==> config.mk <==
export PLATFORM = sky130hd
export DESIGN_NAME = swps_cell
export DESIGN_NICKNAME = d
export VERILOG_FILES = /design/src/rtl/core/swps_pkg.sv /design/src/rtl/core/swps_cell.sv
export SDC_FILE = /design/constraint.sdc
export NUM_CORES = 1
export LEC_CHECK = 0
export BUFFER_PORTS_ARGS = -buffer_cell sky130_fd_sc_hd__buf_2
export CAP_MARGIN = 20
export CORE_AREA = 8 8 158 160
export DETAILED_ROUTE_END_ITERATION = 16
export DIE_AREA = 0 0 166 168
export PLACE_DENSITY = 0.69
export SYNTH_ARGS = -nofsm -noshare
export SYNTH_HDL_FRONTEND = slang
export SYNTH_SLANG_ARGS = --single-unit
==> constraint.sdc <==
create_clock -name clock -period 14.5 [get_ports clock]
set_input_delay 2.175 -clock clock [delete_from_list [all_inputs] [get_ports clock]]
set_output_delay 2.175 -clock clock [all_outputs]
set_load 0.05 [all_outputs]
==> src/rtl/core/swps_pkg.sv <==
// Shared types and constants for the sliding-window percentile statistics block.
// No dependencies.
package swps_pkg;
   localparam int WINDOW_DEPTH = 64;
   localparam int PTR_W = (WINDOW_DEPTH > 1) ? $clog2(WINDOW_DEPTH) : 1;
   localparam int CNT_W = $clog2(WINDOW_DEPTH + 1);
   localparam int SCAN_W = $clog2(WINDOW_DEPTH + 1);
   localparam int OUT_CNT_W = 7;
   localparam int WIDE_W = 32;
   localparam int NARROW_W = 16;

   localparam logic OP_RECORD = 1'b0;
   localparam logic OP_CLEAR = 1'b1;

   typedef enum logic [1:0] {
      ST_IDLE,
      ST_SCAN,
      ST_DONE
   } state_type;

   // one sample as it travels along the cell row
   typedef struct packed {
      logic [WIDE_W-1:0] uptime;
      logic [WIDE_W-1:0] heap;
      logic [NARROW_W-1:0] rate;
      logic [NARROW_W-1:0] agents;
   } sample_type;

   // per-cell controls: clear goes to every cell, load to cell 0, shift to the rest
   typedef struct packed {
      logic clear;
      logic load;
      logic shift;
   } cell_ctrl_type;

   // rank index floor(p*(n-1)/100); n-1 fits in 8 bits, product in 15
   function automatic logic [CNT_W-1:0] rank_index(input logic [CNT_W-1:0] n,
                                                   input logic [6:0] p);
      logic [15:0] prod;
      logic [15:0] q;
      begin
         prod = 16'(p) * 16'(n - CNT_W'(1));
         // divide by 100 through multiply by reciprocal: exact for prod < 2^16
         q = 16'((32'(prod) * 32'd41944) >> 22);
         if (32'(q) * 32'd100 > 32'(prod)) q = q - 16'd1;
         rank_index = CNT_W'(q);
      end
   endfunction
endpackage

==> src/rtl/core/swps_cell.sv <==
// One cell of the window shift row: holds one sample and a valid bit, and
// counts how many valid samples rank below its own value for each field.
// Depends on swps_pkg.
module swps_cell (
   input logic clock,
   input logic reset,
   input swps_pkg::cell_ctrl_type ctrl,
   input swps_pkg::sample_type load_data,
   input logic load_valid,
   input swps_pkg::sample_type left_data,
   input logic left_valid,
   input swps_pkg::sample_type probe,
   input logic probe_valid,
   input logic [swps_pkg::SCAN_W-1:0] probe_pos,
   input logic [swps_pkg::SCAN_W-1:0] own_pos,
   output swps_pkg::sample_type data,
   output logic valid,
   output logic [swps_pkg::SCAN_W-1:0] heap_rank,
   output logic [swps_pkg::SCAN_W-1:0] rate_rank,
   output logic [swps_pkg::SCAN_W-1:0] agents_rank
);
   import swps_pkg::*;

   sample_type data_ff, data_in;
   logic valid_ff, valid_in;
   logic [SCAN_W-1:0] hr_ff, hr_in, rr_ff, rr_in, ar_ff, ar_in;
   logic before_me;

   // ties broken by position so ranks are a permutation
   assign before_me = probe_pos < own_pos;

   always_comb begin
      data_in = data_ff;
      valid_in = valid_ff;
      hr_in = hr_ff;
      rr_in = rr_ff;
      ar_in = ar_ff;
      if (ctrl.clear) begin
         valid_in = 1'b0;
      end else if (ctrl.load) begin
         data_in = load_data;
         valid_in = load_valid;
         hr_in = '0;
         rr_in = '0;
         ar_in = '0;
      end else if (ctrl.shift) begin
         data_in = left_data;
         valid_in = left_valid;
         hr_in = '0;
         rr_in = '0;
         ar_in = '0;
      end else if (probe_valid) begin
         if (probe.heap < data_ff.heap || (probe.heap == data_ff.heap && before_me))
            hr_in = hr_ff + SCAN_W'(1);
         if (probe.rate < data_ff.rate || (probe.rate == data_ff.rate && before_me))
            rr_in = rr_ff + SCAN_W'(1);
         if (probe.agents < data_ff.agents ||
             (probe.agents == data_ff.agents && before_me))
            ar_in = ar_ff + SCAN_W'(1);
      end
   end

   always_ff @(posedge clock) begin
      if (reset) begin
         valid_ff <= 1'b0;
      end else begin
         valid_ff <= valid_in;
      end
      data_ff <= data_in;
      hr_ff <= hr_in;
      rr_ff <= rr_in;
      ar_ff <= ar_in;
   end

   assign data = data_ff;
   assign valid = valid_ff;
   assign heap_rank = hr_ff;
   assign rate_rank = rr_ff;
   assign agents_rank = ar_ff;
endmodule

; ---- After elaboration in Yosys (flattened, before gate mapping)
; Index checks and enable logic that the tools add are counted.
[word_totals]
reg_bits = 118
input_bits = 310
[op_classes]
n_lt_le_gt_ge = 4
eq_ne = 3
n_bitwise = 1
n_reduce_logical = 17
n_addsub = 3
mux = 10
[ops]
columns = op, count
row1 = $mux W96, 2
row2 = $mux W7, 6
row3 = $eq A16 B16 Y1, 2
row4 = $eq A32 B32 Y1, 1
row5 = $lt A16 B16 Y1, 2
row6 = $lt A32 B32 Y1, 1
row7 = $add A7 B1 Y7 const B, 3
row8 = $reduce_bool A3 Y1, 4
row9 = $reduce_and A3 Y1, 3
row10 = $lt A7 B7 Y1, 1
row11 = $reduce_or A2 Y1, 2
row12 = $logic_and A1 B1 Y1, 3
row13 = $logic_or A1 B1 Y1, 3
row14 = $mux W1, 2
row15 = $reduce_and A2 Y1, 1
row16 = $reduce_bool A2 Y1, 1
row17 = $not A1 Y1, 1

; ---- Longest topological paths before layout
; Gate-level depths: netlist (run 1).
[depth]
depth_word = 5
depth_mapped = 8
ltp_nobuf = 8

; ---- Worst setup path after synthesis (run 1)
; No wires, ideal clock.
[synth_path]
path_kind = input to register
start = input port ctrl[1] in the netlist's numbering
end = register ar_ff[0] (netlist: agents_rank[0]), enable pin
path_stages = 6
t_required_ps = 14132
slack_ps = 6913
t_arrival_ps = 7220
cell_sequence = buf_2 > buf_2 > nor2_1 > nor2_1 > a41oi_1 > o21ai_1
[synth_between]
elab_chain_cells = 2
[synth_rtl]
columns = element, line
row1 = "start, declared", swps_cell.sv:7  ; input swps_pkg::cell_ctrl_type ctrl,
row2 = $reduce_bool A3 Y1 (no line), --
row3 = $reduce_and A3 Y1 (no line) *, --
row4 = "end signal, assigned", swps_cell.sv:72  ; ar_ff <= ar_in;
row5 = "end, declared", swps_cell.sv:26  ; logic [SCAN_W-1:0] hr_ff, hr_in, rr_ff, rr_in, ar_ff, ar_in;
; Every way passes the cells marked *; elsewhere a longest branch is shown, timed or not.
; A chain may end at the register's enable or synchronous reset.

; ---- Final worst setup path (run 1)
[layout_path]
start = input port ctrl[1] in the netlist's numbering
end = register hr_ff[0] (netlist: heap_rank[0]), enable pin
[layout_between]
elab_chain_cells = 2
[layout_rtl]
columns = element, line
row1 = $reduce_bool A3 Y1 (no line), --
row2 = $reduce_and A3 Y1 (no line) *, --
row3 = "end signal, assigned", swps_cell.sv:70  ; hr_ff <= hr_in;
row4 = "end, declared", swps_cell.sv:26
; Marked as above.

==> results.py, run 1 <==
metrics = {
    "synthesis": {
        "synth_flop_cell": "edfxtp_1",
        "yosys.cell_types.count": 44,
        "synth-xor-area-share": 0.0191,
        "yosys.area.top_type": "edfxtp_1",
        "ys_seq_area_frac": 0.513,
        "yosys-top-cells-area": "edfxtp_1, mux2_2, ha_1",
        "netlist_instances": 539,
        "synth-simple-area-share": 0.0729,
        "syn_area_per_cell_um2": 12.8,
        "synth-adder-area-share": 0.133,
        "synth-edff-count": 117,
        "synth_top_family_by_area": "multiplexers",
        "async_reset_ff_frac": 0,
        "syn_nets": 922,
        "synth_warnings": 0,
        "synth_compound_area_frac": 0.0565,
        "synth_top_area_frac": 0.510,
        "synth_area_um2": 6890,
        "ys_ff_latch": 118,
        "synthMuxAreaShare": 0.158,
    },
    "routing": {
        "vias_per_cell": 4.50,
        "drt-total-wl_um": 22600,
        "highest_layer": "met5",
        "first_pass_iters": 4,
        "wl_met3_um": 2110,
        "postRouteAntennaNets": 0,
        "vias": 5586,
        "routed-wl-met2_um": 11600,
        "wl_met1_um": 8300,
        "first_iter_violations": 211,
        "drc": 0,
        "wl_per_cell_um": 18.2,
    },
    "sta": {
        "hold_viol": 0,
        "finClkSkew_ns": 0.00815,
        "slew_headroom": 0.384,
        "fmax_ghz": 0.183,
        "finalWorstSetupSlack_ns": 9.04,
        "tightest_slew_ns": 0.925,
        "hold_ws_ns": 0.617,
        "setup-violations-final": 0,
        "grt_setup_unrepaired": "no",
        "min_period_ns": 5.46,
        "post-route-period-util": 0.377,
        "finalSetupTns_ns": 0,
        "final-max-slew-violation-count": 0,
    },
    "pwr": {
        "ir_drop_uv": 59.1,
        "clkPwrFrac": 0.351,
        "internal_power_uw": 767,
        "pwr-share-seq": 0.382,
        "p_per_area_nw_per_um2": 117,
        "swShare": 0.326,
        "p_switching_uw": 371,
        "p_comb_frac": 0.267,
        "leakage_nw": 4.65,
    },
    "setup_path": {
        "critical_path_depth": 6,
        "crit_start": "ctrl[1]",
        "rrSetupSlack_ns": 11.35,
        "r2r_start": "data[61]",
        "critPathSlowestCell": "a2111oi_0",
        "cpPeakStageDelay_ns": 0.79,
        "end_kind": "flop",
        "start_kind": "primary input",
        "r2r-end": "heap_rank[0]",
        "crit_end": "heap_rank[0]",
        "worst-setup-path-type": "in2reg",
        "rr_worst_depth": 7,
        "crit_required_ns": 14.52,
        "cp_num_buf_inv": 1,
        "crit_family": "compound AO/OA/AOI/OAI gates",
        "crit_chain": "buf_4, or2_1, o21bai_1, a2111oi_0, o21ai_0, o22ai_1",
        "crit_fanout": 45,
        "cp_data_arrival_time_ns": 5.48,
    },
    "place": {
        "hpwlAfterDp_um": 19000,
        "port_buffers": 395,
        "gp_congestion": 0.778,
        "pre_cts_slack_ns": 8.35,
    },
    "clock_tree": {
        "clockBufferDepth": 2,
        "clockRootBuffer": "clkbuf_16",
        "insertion_delay_ns": 0.40,
        "cts.sink_count": 118,
        "cts.htree.levels": 4,
        "post_cts_buffers": 0,
        "cts-resized-gates": 0,
        "numCtsBuffers": 17,
        "path_clk_slew_ns": 0.05,
        "cts_hold_buffers": 0,
        "cts_tree": "yes",
    },
    "outcome": {
        "status": "finished clean",
    },
    "floorplan": {
        "ioPinCount": 428,
        "start_util": 0.308,
        "die-area_um2": 27900,
        "rows": 55,
        "fp.dieW_um": 166,
        "core_region_area_um2": 22400,
        "die_h_um": 168,
    },
    "global_route": {
        "grt_use_total": 0.160,
        "grt_pass1_wl_um": 34500,
        "overflow": 0,
        "grt_pass1_vias": 6320,
        "grt_max_degree": 62,
        "antenna_found_initial": 7,
    },
    "run": {
        "max-cap-violations": 0,
    },
    "final_layout": {
        "final_common_cell": "buf_2",
        "post-route-util": 0.436,
        "drive_gt1_frac": 0.552,
        "area_growth_pct": 41.4,
        "fin_nets": 1326,
        "final_cell_mix": "buf_2, edfxtp_1, mux2_2",
        "fill_cells": 2196,
    },
    "hold_path": {
        "hp-class": "reg2reg",
    },
}
==> kinds of logic after synthesis <==
group	count (synthesis)
DFF	118
muxes	97
and+or+nand+nor	94
buffers and inverters	83
adders and majority gates	73
AOI/OAI and AO/OA	59
xor gates and xnor gates	15
==> sequential cells by signal, indices dropped and copies added (netlist names) <==
name,count
agents_rank,7
data,96
heap_rank,7
rate_rank,7
valid,1
==> cell usage after synthesis, types with 7 or more instances <==
master      n
nand3_1    14
xnor2_1     9
edfxtp_1  117
ha_1       73
a21oi_1    21
nand2_1    15
buf_2      12
a21o_1     10
inv_1      70
o21ai_0     7
nand4_1     7
mux2_2     96
nor2_1     30
==> worst reg2reg max path, cell delays in order (launching register included) <==
cell       delay, ns
edfxtp_1        0.38
inv_1           0.07
ha_1            0.23
a21o_1          0.16
a21o_1          0.18
a2111oi_0       0.81
o21ai_0         0.20
o22ai_1         0.74
==> metrics by stage <==
step / instances / power (mW) / area (um^2)
2_1_floorplan: 539 / 0.649 / 6890
3_3_place_gp: 1209 / 0.745 / 9190
3_5_place_dp: 1209 / 0.750 / 9190
4_1_cts: 1240 / 1.15 / 9740
5_1_grt: 1242 / 1.19 / 9740
6_report: 1242 / 1.14 / 9740
==> how the worst min path moves through the flow <==
stage / startpoint / end / slack [ns] / cells after the start
global placement: agents_rank[6] / agents_rank[6] / 0.60 / 2
detailed placement: rate_rank[6] / rate_rank[6] / 0.61 / 2
CTS: rate_rank[0] / rate_rank[0] / 0.62 / 1
floorplan: heap_rank[0] / heap_rank[0] / 0.88 / 1
global route: agents_rank[0] / agents_rank[0] / 0.65 / 1
finish: rate_rank[6] / rate_rank[6] / 0.62 / 2
==> power by group through the flow <==
stage / Combinational [mW] / Clock (mW) / Sequential (mW)
global route: 0.330 / 0.423 / 0.439
finish: 0.304 / 0.399 / 0.435
detailed placement: 0.308 / 0 / 0.442
CTS: 0.309 / 0.409 / 0.435
floorplan: 0.0918 / 0 / 0.558
global placement: 0.304 / 0 / 0.441
==> per-layer routing <==
layer	up-vias	global-route usage
met5	-	0
met1	2512	0.159
li1	2781	-
met2	249	0.287
met3	34	0.0746
met4	10	0.0605
==> area by class of cell <==
| class | instances | area [um^2] | area share |
|---|---|---|---|
| repair buffers | 398 | 2000 | 0.206 |
| inverters | 70 | 263 | 0.0270 |
| clock buffers | 20 | 437 | 0.0448 |
| well taps | 285 | 357 | 0.0366 |
| multi-input cells | 338 | 3030 | 0.311 |
| diodes | 2 | 5.00 | 0.000514 |
| clock inverters | 11 | 110 | 0.0113 |
| flip-flops and latches | 118 | 3530 | 0.363 |
No activity file was read; power rests on OpenSTA's default activity.
==> run 2: changes to the inputs <==
--- a/config.mk
+++ b/config.mk
@@ -7,9 +7,9 @@
 export LEC_CHECK = 0
 export BUFFER_PORTS_ARGS = -buffer_cell sky130_fd_sc_hd__buf_2
 export CAP_MARGIN = 20
-export CORE_AREA = 8 8 158 160
+export CORE_AREA = 8 8 162 164
 export DETAILED_ROUTE_END_ITERATION = 16
-export DIE_AREA = 0 0 166 168
+export DIE_AREA = 0 0 170 172
 export PLACE_DENSITY = 0.69
 export SYNTH_ARGS = -nofsm -noshare
 export SYNTH_HDL_FRONTEND = slang
==> constraint.sdc (replaced) <==
create_clock -name clock -period 4.9 [get_ports clock]
set_input_delay 0.735 -clock clock [delete_from_list [all_inputs] [get_ports clock]]
set_output_delay 0.735 -clock clock [all_outputs]
set_load 0.05 [all_outputs]
==> results.py, run 2 (synthesized netlist as in run 1, its figures left out) <==
metrics = {
    "outcome": {
        "status": "finished clean",
    },
    "floorplan": {
        "die_h_um": 172,
        "rows": 57,
        "die-area_um2": 29200,
        "start_util": 0.289,
        "fp.dieW_um": 170,
        "ioPinCount": 428,
        "core_region_area_um2": 23800,
    },
    "clock_tree": {
        "cts-resized-gates": 0,
        "cts_tree": "yes",
        "post_cts_buffers": 0,
        "clockBufferDepth": 2,
        "clockRootBuffer": "clkbuf_16",
        "insertion_delay_ns": 0.40,
        "cts_hold_buffers": 0,
        "cts.sink_count": 118,
        "path_clk_slew_ns": 0.06,
        "cts.htree.levels": 4,
        "numCtsBuffers": 17,
    },
    "sta": {
        "setup-violations-final": 0,
        "grt_setup_unrepaired": "no",
        "fmax_ghz": 0.354,
        "finClkSkew_ns": 0.00935,
        "slew_headroom": 0.428,
        "finalSetupTns_ns": 0,
        "min_period_ns": 2.83,
        "post-route-period-util": 0.577,
        "hold_viol": 0,
        "hold_ws_ns": 0.504,
        "final-max-slew-violation-count": 0,
        "tightest_slew_ns": 0.858,
    },
    "place": {
        "gp_congestion": 0.833,
        "port_buffers": 395,
        "hpwlAfterDp_um": 19200,
        "place_inst": 1251,
    },
    "global_route": {
        "grt_pass1_vias": 6202,
        "grt_pass1_wl_um": 33300,
        "overflow": 0,
        "grt_max_degree": 52,
        "grt_use_total": 0.149,
        "antenna_found_initial": 3,
    },
    "final_layout": {
        "drive_gt1_frac": 0.559,
        "fin_nets": 1329,
        "final_common_cell": "buf_2",
        "finalNonFillerCells": 1284,
        "fill_cells": 2357,
        "largest_register_ffs": 96,
        "area_growth_pct": 43.0,
        "final_cell_mix": "buf_2, edfxtp_1, mux2_2",
    },
    "setup_path": {
        "crit_chain": "buf_2, ha_1, a21o_1, nand3_1, a21oi_1, a2111oi_0, buf_4, o21ai_0, o22ai_1",
        "cp_data_arrival_time_ns": 2.86,
        "crit_family": "compound AO/OA/AOI/OAI gates",
        "crit_required_ns": 4.93,
        "rr_worst_depth": 8,
        "cpPeakStageDelay_ns": 0.65,
        "critical_path_depth": 9,
        "start_kind": "primary input",
        "cp_num_buf_inv": 2,
        "critPathSlowestCell": "o22ai_1",
        "end_kind": "flop",
        "crit_fanout": 7,
        "worst-setup-path-type": "in2reg",
    },
    "hold_path": {
        "hp-class": "in2reg",
        "min_path_cells": 2,
    },
    "run": {
        "max-cap-violations": 0,
    },
    "routing": {
        "vias_per_cell": 4.45,
        "first_pass_iters": 5,
        "drc": 0,
        "vias": 5714,
        "drt-total-wl_um": 22800,
        "wl_per_cell_um": 17.7,
        "postRouteAntennaNets": 0,
        "first_iter_violations": 177,
    },
    "pwr": {
        "ir_drop_uv": 187,
        "leakage_nw": 4.67,
        "p_per_area_nw_per_um2": 347,
    },
}
## run 2: cell types whose count changed in the layout (fill, tap and decap cells not counted), sizes merged
| cell | delta |
|---|---|
| buf | +3 |
| clkbuf | -3 |
| clkinv | +1 |
| clkinvlp | +2 |
| diode | -1 |
| inv | +1 |
## run 2: cell type report
cell class                      count  area, um^2  area share
Timing Repair Buffer              401        2020       0.206
Multi-Input combinational cell    338        3030       0.308
Inverter                           70         263      0.0267
Tap cell                          324         405      0.0412
Antenna cell                        1        2.50    0.000254
Clock inverter                     15         156      0.0159
Clock buffer                       17         425      0.0432
Sequential cell                   118        3530       0.359
## run 2: worst paths after layout
path	from	end	slack (ns)
setup / recovery	probe[57]	heap_rank[5]	2.07
hold / removal	reset	valid	0.50
setup reg to reg	data[63]	heap_rank[5]	2.10
hold reg to reg	agents_rank[0]	agents_rank[0]	0.62
## run 2: metrics by stage
stage	setup slack (ns)	utilization	cell area [um^2]	total power, mW
finish	2.07	0.413	9840	3.42
global route	1.79	0.413	9840	3.58
CTS	1.94	0.413	9840	3.47
detailed placement	1.55	0.389	9260	2.22
global placement	1.56	0.389	9260	2.21
floorplan	0.387	-	6890	1.92
## run 2: metal layers
| metal | vias up | GRT usage | part of all wire |
|---|---|---|---|
| li1 | 2800 | - | - |
| met1 | 2663 | 0.157 | 0.37 |
| met2 | 233 | 0.273 | 0.53 |
| met3 | 14 | 0.0614 | 0.092 |
| met4 | 4 | 0.0359 | 0.0087 |
| met5 | - | 0 | 0.00097 |
## run 2: power breakdown
| group | internal (mW) | switching [mW] | total, mW |
|---|---|---|---|
| clock network | 0.749 | 0.478 | 1.23 |
| registers | 1.23 | 0.0516 | 1.29 |
| logic | 0.300 | 0.604 | 0.904 |
| total | 2.28 | 1.13 | 3.42 |
==> run 3: changes to the inputs <==
==> constraint.sdc (replaced) <==
create_clock -name clock -period 2.57 [get_ports clock]
set_input_delay 0.3855 -clock clock [delete_from_list [all_inputs] [get_ports clock]]
set_output_delay 0.3855 -clock clock [all_outputs]
set_load 0.05 [all_outputs]
==> results.py, run 3 (synthesized netlist as in run 1, its figures left out) <==
metrics = {
    "outcome": {
        "status": "finished clean",
    },
    "sta": {
        "post-route-period-util": 0.928,
        "hold_viol": 0,
        "finalSetupTns_ns": 0,
        "setup-violations-final": 0,
        "final-max-slew-violation-count": 0,
        "min_period_ns": 2.38,
        "fmax_ghz": 0.419,
        "hold_ws_ns": 0.145,
        "tightest_slew_ns": 0.685,
        "finClkSkew_ns": 0.0120,
        "grt_setup_unrepaired": "no",
        "slew_headroom": 0.542,
    },
    "pwr": {
        "p_total_mw": 6.71,
        "ir_drop_uv": 352,
        "leakage_nw": 4.74,
        "p_per_area_nw_per_um2": 672,
    },
    "setup_path": {
        "start_kind": "flop",
        "rrSetupSlack_ns": 0.19,
        "crit_fanout": 7,
        "critPathSlowestCell": "edfxtp_1",
        "end_kind": "flop",
        "rr_worst_depth": 9,
        "r2r_start": "data[51]",
        "cpPeakStageDelay_ns": 0.36,
        "crit_chain": "inv_1, ha_1, nand4_4, nor4_2, buf_4, nand2_1, nor3_2, a21oi_1, o22ai_4",
        "r2r-end": "heap_rank[3]",
        "worst-setup-path-type": "reg2reg",
        "crit_required_ns": 2.64,
        "cp_data_arrival_time_ns": 2.45,
    },
    "hold_path": {
        "hp-class": "in2reg",
        "hp-start": "reset",
        "min_path_cells": 2,
        "whs_endpoint": "valid",
    },
    "routing": {
        "vias": 5665,
        "drt-total-wl_um": 22900,
        "first_iter_violations": 288,
        "vias_per_cell": 4.39,
        "wl_per_cell_um": 17.7,
        "first_pass_iters": 4,
        "postRouteAntennaNets": 0,
        "drc": 0,
    },
    "final_layout": {
        "final_common_cell": "buf_2",
        "n_antenna_cell": 0,
        "drive_gt1_frac": 0.567,
        "fin_nets": 1335,
        "final_cell_mix": "buf_2, edfxtp_1, mux2_2",
        "post-route-util": 0.419,
        "area_growth_pct": 45.0,
        "largest_register_ffs": 96,
    },
    "floorplan": {
        "fp.dieW_um": 170,
        "die_h_um": 172,
        "die-area_um2": 29200,
        "ioPinCount": 428,
        "start_util": 0.289,
        "rows": 57,
        "core_region_area_um2": 23800,
    },
    "clock_tree": {
        "cts.htree.levels": 4,
        "clockBufferDepth": 2,
        "clockRootBuffer": "clkbuf_16",
        "cts_hold_buffers": 0,
        "path_clk_slew_ns": 0.06,
        "cts.sink_count": 118,
        "post_cts_buffers": 0,
        "numCtsBuffers": 17,
        "insertion_delay_ns": 0.41,
        "cts_tree": "yes",
    },
    "global_route": {
        "grt_use_total": 0.152,
        "grt_pass1_vias": 6220,
        "grt_max_degree": 87,
        "grt_pass1_wl_um": 33500,
        "overflow": 0,
        "antenna_found_initial": 0,
    },
    "place": {
        "hpwlAfterDp_um": 19300,
        "gp_congestion": 0.871,
        "port_buffers": 395,
    },
    "run": {
        "max-cap-violations": 0,
    },
}
[run 3: worst max-delay path: cells and delay by family, from the launching register on]
| family | cells | cell delay (ns) |
|---|---|---|
| buffers and inverters | 2 | 0.21 |
| AOI/OAI and AO/OA | 2 | 0.45 |
| DFF | 1 | 0.36 |
| and+or+nand+nor | 4 | 0.67 |
| adders and majority gates | 1 | 0.34 |
[run 3: cell type report]
type	instances	area, um^2
clock buffer	19	433
clock inverter	13	181
fill	2359	13800
inverter	70	263
multi-input combinational	338	3080
sequential	118	3530
tap	324	405
timing repair buffer	407	2090
[run 3: metrics by stage]
| step | worst slack (ns) | cells | instance area, um^2 |
|---|---|---|---|
| floorplan | -0.211 | 539 | 6940 |
| global placement | -0.0798 | 1257 | 9350 |
| detailed placement | -0.156 | 1257 | 9350 |
| CTS | 0.0466 | 1289 | 9970 |
| global route | 0.0316 | 1289 | 9990 |
| finish | 0.185 | 1289 | 9990 |
[run 3: repair_timing]
action / CTS / global route
endpoints found under the setup margin: 7 / 14
pin swaps: 0 / 2
gates resized for setup: 1 / 3
[run 3: metal layers]
metal	vias to the layer above	global-route usage	part of all wire
met5	-	0	0
met1	2626	0.167	0.39
li1	2801	-	-
met4	0	0.0458	0.016
met2	218	0.271	0.52
met3	20	0.0543	0.079
[run 3: worst max-delay path by stage]
stage,slack (ns),cells past startpoint,to,start
after global placement,-0.08,9,heap_rank[6],probe[57]
after CTS,0.05,9,heap_rank[5],data[57]
final,0.19,9,heap_rank[3],data[51]
after global routing,0.03,9,heap_rank[3],data[57]
after floorplan,-0.21,6,rate_rank[0],ctrl[1]
after detailed placement,-0.16,9,heap_rank[3],probe[57]
[run 3: report_power, final]
part	internal, mW	switching (mW)	leakage [nW]	total, mW
sequential	2.35	0.101	1.15	2.45
combinational	0.590	1.16	3.30	1.75
clock	1.62	0.884	0.297	2.50
